==> src/sv/apr_pkg.sv <==
package apr_pkg;

  localparam int SAMPLE_W   = 24;
  localparam int GAIN_W     = 16;
  localparam int LEN_W      = 7;
  localparam int LEVEL_W    = 18;
  localparam int COUNT_W    = 32;
  localparam int CMD_W      = 2;

  localparam logic [CMD_W-1:0] CMD_PUSH  = 2'd0;
  localparam logic [CMD_W-1:0] CMD_READ  = 2'd1;
  localparam logic [CMD_W-1:0] CMD_CLEAR = 2'd2;
  localparam logic [CMD_W-1:0] CMD_GAIN  = 2'd3;

  localparam logic [GAIN_W-1:0]  UNITY_GAIN        = 16'd32768;
  localparam logic [LEVEL_W-1:0] DEFAULT_PREBUFFER = 18'd44100;
  localparam logic [COUNT_W-1:0] COUNT_MAX         = '1;

  typedef struct packed {
    logic [CMD_W-1:0]           command;
    logic signed [SAMPLE_W-1:0] sample_in;
    logic [LEN_W-1:0]           read_length;
    logic [GAIN_W-1:0]          gain_value;
  } apr_in_t;

  typedef struct packed {
    logic signed [SAMPLE_W-1:0] sample_out;
    logic                       is_real;
    logic                       last;
    logic [LEVEL_W-1:0]         fill_level;
    logic [COUNT_W-1:0]         underrun_count;
    logic [COUNT_W-1:0]         dropped_count;
  } apr_out_t;

  // tag that travels alongside a sample through the read pipeline
  typedef struct packed {
    logic valid;
    logic is_real;
    logic last;
  } apr_tag_t;

endpackage

==> src/sv/apr_scale.sv <==
module apr_scale
  import apr_pkg::*;
(
  input  logic                       clk,
  input  logic                       rst_n,
  input  apr_tag_t                   tag_in,
  input  logic signed [SAMPLE_W-1:0] sample,
  input  logic [GAIN_W-1:0]          gain,
  output apr_tag_t                   tag_out,
  output logic signed [SAMPLE_W-1:0] result
);

  localparam int PROD_W = SAMPLE_W + GAIN_W + 1;

  apr_tag_t                   tag1_r;
  apr_tag_t                   tag2_r;
  logic signed [PROD_W-1:0]   prod_r;
  logic signed [SAMPLE_W-1:0] result_r;
  logic signed [PROD_W-1:0]   rnd;

  // round half up, then drop the 15 fraction bits
  assign rnd = prod_r + PROD_W'(16384);

  always_ff @(posedge clk) begin
    if (!rst_n) begin
      tag1_r <= '0;
      tag2_r <= '0;
    end else begin
      tag1_r <= tag_in;
      tag2_r <= tag1_r;
    end
  end

  always_ff @(posedge clk) begin
    prod_r   <= sample * $signed({1'b0, gain});
    result_r <= tag1_r.is_real ? rnd[SAMPLE_W+14:15] : '0;
  end

  assign tag_out = tag2_r;
  assign result  = result_r;

endmodule

==> config.mk <==
export PLATFORM = sky130hd
export DESIGN_NAME = apr_scale
export DESIGN_NICKNAME = d
export VERILOG_FILES = /design/src/sv/apr_pkg.sv /design/src/sv/apr_scale.sv
export SDC_FILE = /design/constraint.sdc
export NUM_CORES = 1
export LEC_CHECK = 0
export ABC_AREA = 1
export BUFFER_PORTS_ARGS = -buffer_cell sky130_fd_sc_hd__buf_2
export CAP_MARGIN = 30
export CORE_UTILIZATION = 40
export DETAILED_ROUTE_END_ITERATION = 8
export GPL_ROUTABILITY_DRIVEN = 0
export PLACE_DENSITY_LB_ADDON = 0.05
export SYNTH_ARGS = -nofsm -noshare
export SYNTH_HDL_FRONTEND = slang
export SYNTH_SLANG_ARGS = --single-unit
==> constraint.sdc <==
create_clock -name clk -period 19.7 [get_ports clk]
set_clock_uncertainty 0.2 [all_clocks]
set_input_delay 3.94 -clock clk [delete_from_list [all_inputs] [get_ports clk]]
set_output_delay 3.94 -clock clk [all_outputs]
set_load 0.03 [all_outputs]
==> results.json, run 1 <==
{
  "outcome": "finished with violations",
  "violations": "DRC",
  "finalSetupViolCount": 0,
  "cts_hold_buf": 0,
  "timing.slew.headroom_pct": 47.8,
  "final_cell_area_mm2": 0.0169,
  "cap_viol_max_count": 0,
  "fmax_mhz": 103,
  "ys.flop_type": "dfxtp_1",
  "hold_class": "reg -> reg",
  "drt_iter0_drc": 629,
  "cts_setup_buffers": 0,
  "path_max_fanout": 24,
  "worstSkewPairLatency_ns": 0.30,
  "maxSlewViolCount": 0,
  "synthMostInstantiatedCell": "inv_1",
  "post-route-drc-count": 1,
  "clkSlewWorstSetupHoldPaths_ns": 0.08,
  "yosysTopAreaCell": "fa_1",
  "synth_top_area_share_pct": 45.2,
  "avgViaCountPerCell": 4.78,
  "post_cts_resized": 0,
  "ys_types": 38,
  "syn_nets": 2602,
  "post_route_cells_drive_above_1_share_pct": 4.53,
  "crit_required_ns": 19.70,
  "yosysWarnings": 0,
  "worstMarginPinSlew_ns": 0.784,
  "setup.worst_path.end_class": "flip-flop",
  "ys_ff_latch": 55,
  "ios": 72,
  "dp_hpwl_um": 35800,
  "crit_slowest_cell": "fa_1",
  "worstSetupPathType": "in -> reg",
  "timing.final.crit_share_pct": 49.3,
  "h-tree-depth": 2,
  "cts_buffers": 5,
  "min_path_cells": 2,
  "tns_ns": 0,
  "holdCritStartpoint": "tag1_r[0]",
  "grt_pass1_vias": 13585,
  "r2r_start": "prod_r[14]",
  "hold_viol_final": 0,
  "rsz0062_at_grt": "false",
  "portBuffers": 71,
  "reg2reg_depth": 10,
  "ant_nets": 0,
  "area_growth_pct": 5.41,
  "crit_chain": "buf_2 > nand2_1 > inv_1 > fa_1 > inv_1 > fa_1 > inv_1 > fa_1 > fa_1 > fa_1 > inv_1 > fa_1 > inv_1 > ha_1 > nand2_1 > nor2_1 > inv_1 > nor2_1 > and3_1 > nand2_1 > nand2_1 > nand2_1 > nand3_1 > nand2_1",
  "cts_root_buf": "clkbuf_16",
  "n_antenna_cell": 0,
  "async_reset_ff_share_pct": 0,
  "die_w_um": 202,
  "die_area_mm2": 0.0410,
  "clock_path_buffers": 2,
  "syn_area_mm2": 0.0161,
  "syn_area_per_cell_um2": 7.65,
  "tritoncts": "done",
  "whs_endpoint": "tag_out[0]",
  "placed_area_mm2": 0.0168,
  "grt_pass1_wl_um": 73900,
  "die_y_um": 202,
  "rows": 73,
  "ys_top_cells_by_count": "638 x inv_1, 575 x nand2_1, 363 x fa_1, 95 x ha_1, 80 x clkbuf_1",
  "start_util_pct": 40.5,
  "first_pass_iters": 7,
  "synth_area_leaders": "fa_1 45%, inv_1 15%, nand2_1 13%",
  "antenna_found_initial": 0,
  "crit_arrival_ns": 9.71,
  "cts.sinks": 55,
  "wl_per_cell_um": 17.0,
  "timing.rr.end": "result[23]",
  "grtUsageTotal_pct": 23.3,
  "cpPeakStageDelay_ns": 0.53,
  "grt_max_degree": 25,
  "syn_inst": 2099,
  "synth_edf_count": 0,
  "nNetsFinal": 2601,
  "routed_wl_um": 44700,
  "via_count": 12531,
  "synth_seq_area_share_pct": 6.86,
  "reg2reg_slack_ns": 17.66,
  "cp-start-kind": "primary input",
  "grt_overflow_total": 0,
  "core_area_mm2": 0.0396,
  "period_minus_slack_ns": 9.72
}
==> worst max path at each step <==
stage / start / endpoint / slack, ns / cells past startpoint
after floorplan: sample[23] / prod_r[38] / 10.33 / 24
after global placement: gain[2] / prod_r[37] / 9.65 / 24
after detailed placement: gain[2] / prod_r[36] / 9.66 / 24
after CTS: gain[2] / prod_r[37] / 9.97 / 24
after global routing: gain[2] / prod_r[36] / 9.53 / 24
final: gain[2] / prod_r[36] / 9.98 / 24
==> kinds of logic after synthesis <==
logic type               share of synthesized area (%)
adder cells (fa/ha/maj)                           52.6
AO/OA/AOI/OAI                                     3.44
buffers and inverters                             16.8
flip-flops                                        6.86
AND/OR/NAND/NOR                                   18.6
XOR/XNOR                                          1.64
==> registers in the layout, summed over array words and instances (netlist names) <==
name	cells
prod_r	25
result	24
tag1_r	3
tag_out	3
==> per-layer routing <==
metal	global-route usage, %	wire length (um)
met5	0	0
met4	3.95	684
met3	1.60	1590
met2	41.5	22100
met1	31.4	20300
==> through the flow <==
step                      setup slack [ns]  std cells  util (%)  hold slack [ns]
after floorplan                      10.33       2099         -            0.190
after global placement                9.65       2616      42.3            0.194
after detailed placement              9.66       2616      42.3            0.196
after CTS                             9.97       2624      42.7            0.213
after global routing                  9.53       2624      42.7            0.228
final                                 9.98       2624      42.7            0.212
==> critical path, delay by kind of cell <==
family	cells	cell delay, ns
adders and majority gates	7	3.35
buffers and inverters	7	1.20
and+or+nand+nor	10	1.21
==> cells in the final DEF, fill, tap and decap left out, types with 2 or more instances in the layout <==
cell,count
a21o_1,7
a31oi_1,2
nor3_1,17
o21bai_1,6
or2_0,5
buf_2,71
nor2_1,75
a21boi_0,4
nand4_1,7
nor4_1,6
xnor2_1,9
ha_1,95
dfxtp_1,55
clkbuf_16,5
o21ai_0,25
inv_1,638
nor3b_1,2
nand2_2,2
nand3b_1,2
nor3_2,2
nor4_2,3
fa_1,363
nor2_4,3
xor2_1,21
and3_1,2
nand2_1,575
nand3_1,29
a21oi_1,52
o21a_1,2
clkinvlp_4,2
==> cell type report <==
class,count,area (um^2)
Fill cell,4194,22700
Multi-Input combinational cell,1325,12300
Sequential cell,55,1100
Timing Repair Buffer,72,363
Inverter,639,2400
Clock inverter,3,23.8
Tap cell,525,657
Clock buffer,5,125
Power of run 1 is not shown: default switching activity piles up to over one toggle a cycle in this logic, so the estimate is an artifact.
==> run 2: changes to the inputs <==
Clock period 19.7 ns to 8.2 ns, I/O delays scaled along.
==> results.json, run 2 (synthesized netlist as in run 1, its figures left out) <==
{
  "portBuffers": 71,
  "pre_cts_ws_ns": 0.492,
  "n_antenna_cell": 0,
  "whs_ns": 0.214,
  "cts_hold_buf": 0,
  "dp_hpwl_um": 36300,
  "tns_ns": 0,
  "crit_required_ns": 8.21,
  "h-tree-depth": 2,
  "fmax_mhz": 135,
  "rsz0062_at_grt": "false",
  "die_area_mm2": 0.0410,
  "ios": 72,
  "reg2reg_depth": 10,
  "period_minus_slack_ns": 7.38,
  "post-route-drc-count": 3,
  "whs_endpoint": "tag_out[2]",
  "fin_ws_ns": 0.820,
  "crit_slowest_cell": "fa_1",
  "post_route_cells_drive_above_1_share_pct": 4.89,
  "largest-register": "prod_r",
  "r2r_start": "prod_r[14]",
  "wl_per_cell_um": 16.7,
  "area_growth_pct": 5.76,
  "die_y_um": 202,
  "post_cts_resized": 0,
  "cts.sinks": 55,
  "die_w_um": 202,
  "timing.rr.end": "result[23]",
  "reg2reg_slack_ns": 6.15,
  "cpPeakStageDelay_ns": 0.57,
  "maxSlewViolCount": 0,
  "worstMarginPinSlew_ns": 0.702,
  "holdCritStartpoint": "tag1_r[2]",
  "cp-start-kind": "primary input",
  "grtUsageTotal_pct": 23.3,
  "cap_viol_max_count": 0,
  "cts_buffers": 5,
  "via_count": 12356,
  "grt_max_degree": 25,
  "tritoncts": "done",
  "finalSetupViolCount": 0,
  "avgViaCountPerCell": 4.69,
  "crit_arrival_ns": 7.39,
  "routed_wl_um": 44000,
  "outcome": "finished with violations",
  "worstSkewPairLatency_ns": 0.30,
  "start_util_pct": 40.5,
  "crit_chain": "buf_2 > nand2_1 > inv_1 > fa_1 > inv_1 > fa_1 > inv_1 > fa_1 > fa_1 > fa_1 > inv_1 > fa_1 > inv_1 > ha_1 > nand2_1 > nor2_1 > inv_1 > nor3_1 > nand3_1 > nand2_1 > xor2_1",
  "largest_reg_flops": 25,
  "violations": "DRC",
  "ant_nets": 0,
  "rows": 73,
  "grt_pass1_vias": 13922,
  "path_max_fanout": 24,
  "final_cell_mix": "638 x inv_1, 575 x nand2_1, 363 x fa_1, 95 x ha_1, 75 x nor2_1",
  "timing.slew.headroom_pct": 53.2,
  "core_area_mm2": 0.0396,
  "grt_overflow_total": 0,
  "drt_iter0_drc": 584,
  "grt_pass1_wl_um": 74000,
  "clock_path_buffers": 2,
  "worstSetupPathType": "in -> reg",
  "final_common_cell": "inv_1",
  "timing.final.crit_share_pct": 90.0,
  "nNetsFinal": 2609,
  "clkSlewWorstSetupHoldPaths_ns": 0.07,
  "cts_setup_buffers": 0,
  "first_pass_iters": 7,
  "hold_class": "reg -> reg",
  "setup.worst_path.end_class": "flip-flop",
  "cts_root_buf": "clkbuf_16",
  "hold_viol_final": 0,
  "min_path_cells": 2,
  "antenna_found_initial": 0
}
run 2: cell types whose count changed in the layout (fill, tap and decap cells not counted), sizes merged:
cell    before  now
buf         72   80
inv        639  638
clkinv       1    2
run 2: final cells by class:
cell class / instances / area (um^2)
fillers: 4170 / 22700
repair buffers: 80 / 423
clock buffers: 5 / 125
inverters: 639 / 2400
well taps: 525 / 657
multi-input cells: 1325 / 12300
clock inverters: 3 / 20.0
flip-flops and latches: 55 / 1100
run 2: worst max path at each step:
stage	slack, ns	to	from	depth (start not counted)
3_5_place_dp	0.49	prod_r[34]	gain[2]	21
3_3_place_gp	0.55	prod_r[34]	gain[2]	21
5_1_grt	0.39	prod_r[37]	gain[2]	24
6_report	0.82	prod_r[34]	gain[2]	21
2_1_floorplan	1.13	prod_r[38]	sample[23]	24
4_1_cts	0.79	prod_r[34]	gain[2]	21
run 2: critical path: cells and delay by family:
| kind | cells | cell delay, ns |
|---|---|---|
| buffers and inverters | 7 | 1.26 |
| and+or+nand+nor | 6 | 0.82 |
| xor gates and xnor gates | 1 | 0.21 |
| adders and majority gates | 7 | 3.48 |
run 2: metrics by stage:
step	utilization, %	std cells	cell area, um^2
6_report	42.8	2632	17000
5_1_grt	42.8	2632	17000
4_1_cts	42.8	2632	17000
3_5_place_dp	42.5	2624	16800
3_3_place_gp	42.5	2624	16800
2_1_floorplan	-	2099	16100
run 2: routing by layer:
layer | wire, um | track usage (%) | share of wire, %
met1 | 19900 | 31.3 | 45
met2 | 21600 | 41.1 | 49
met4 | 882 | 4.78 | 2.0
met3 | 1540 | 1.52 | 3.5
met5 | 0 | 0 | 0
Power of run 2 is left out for the same reason.
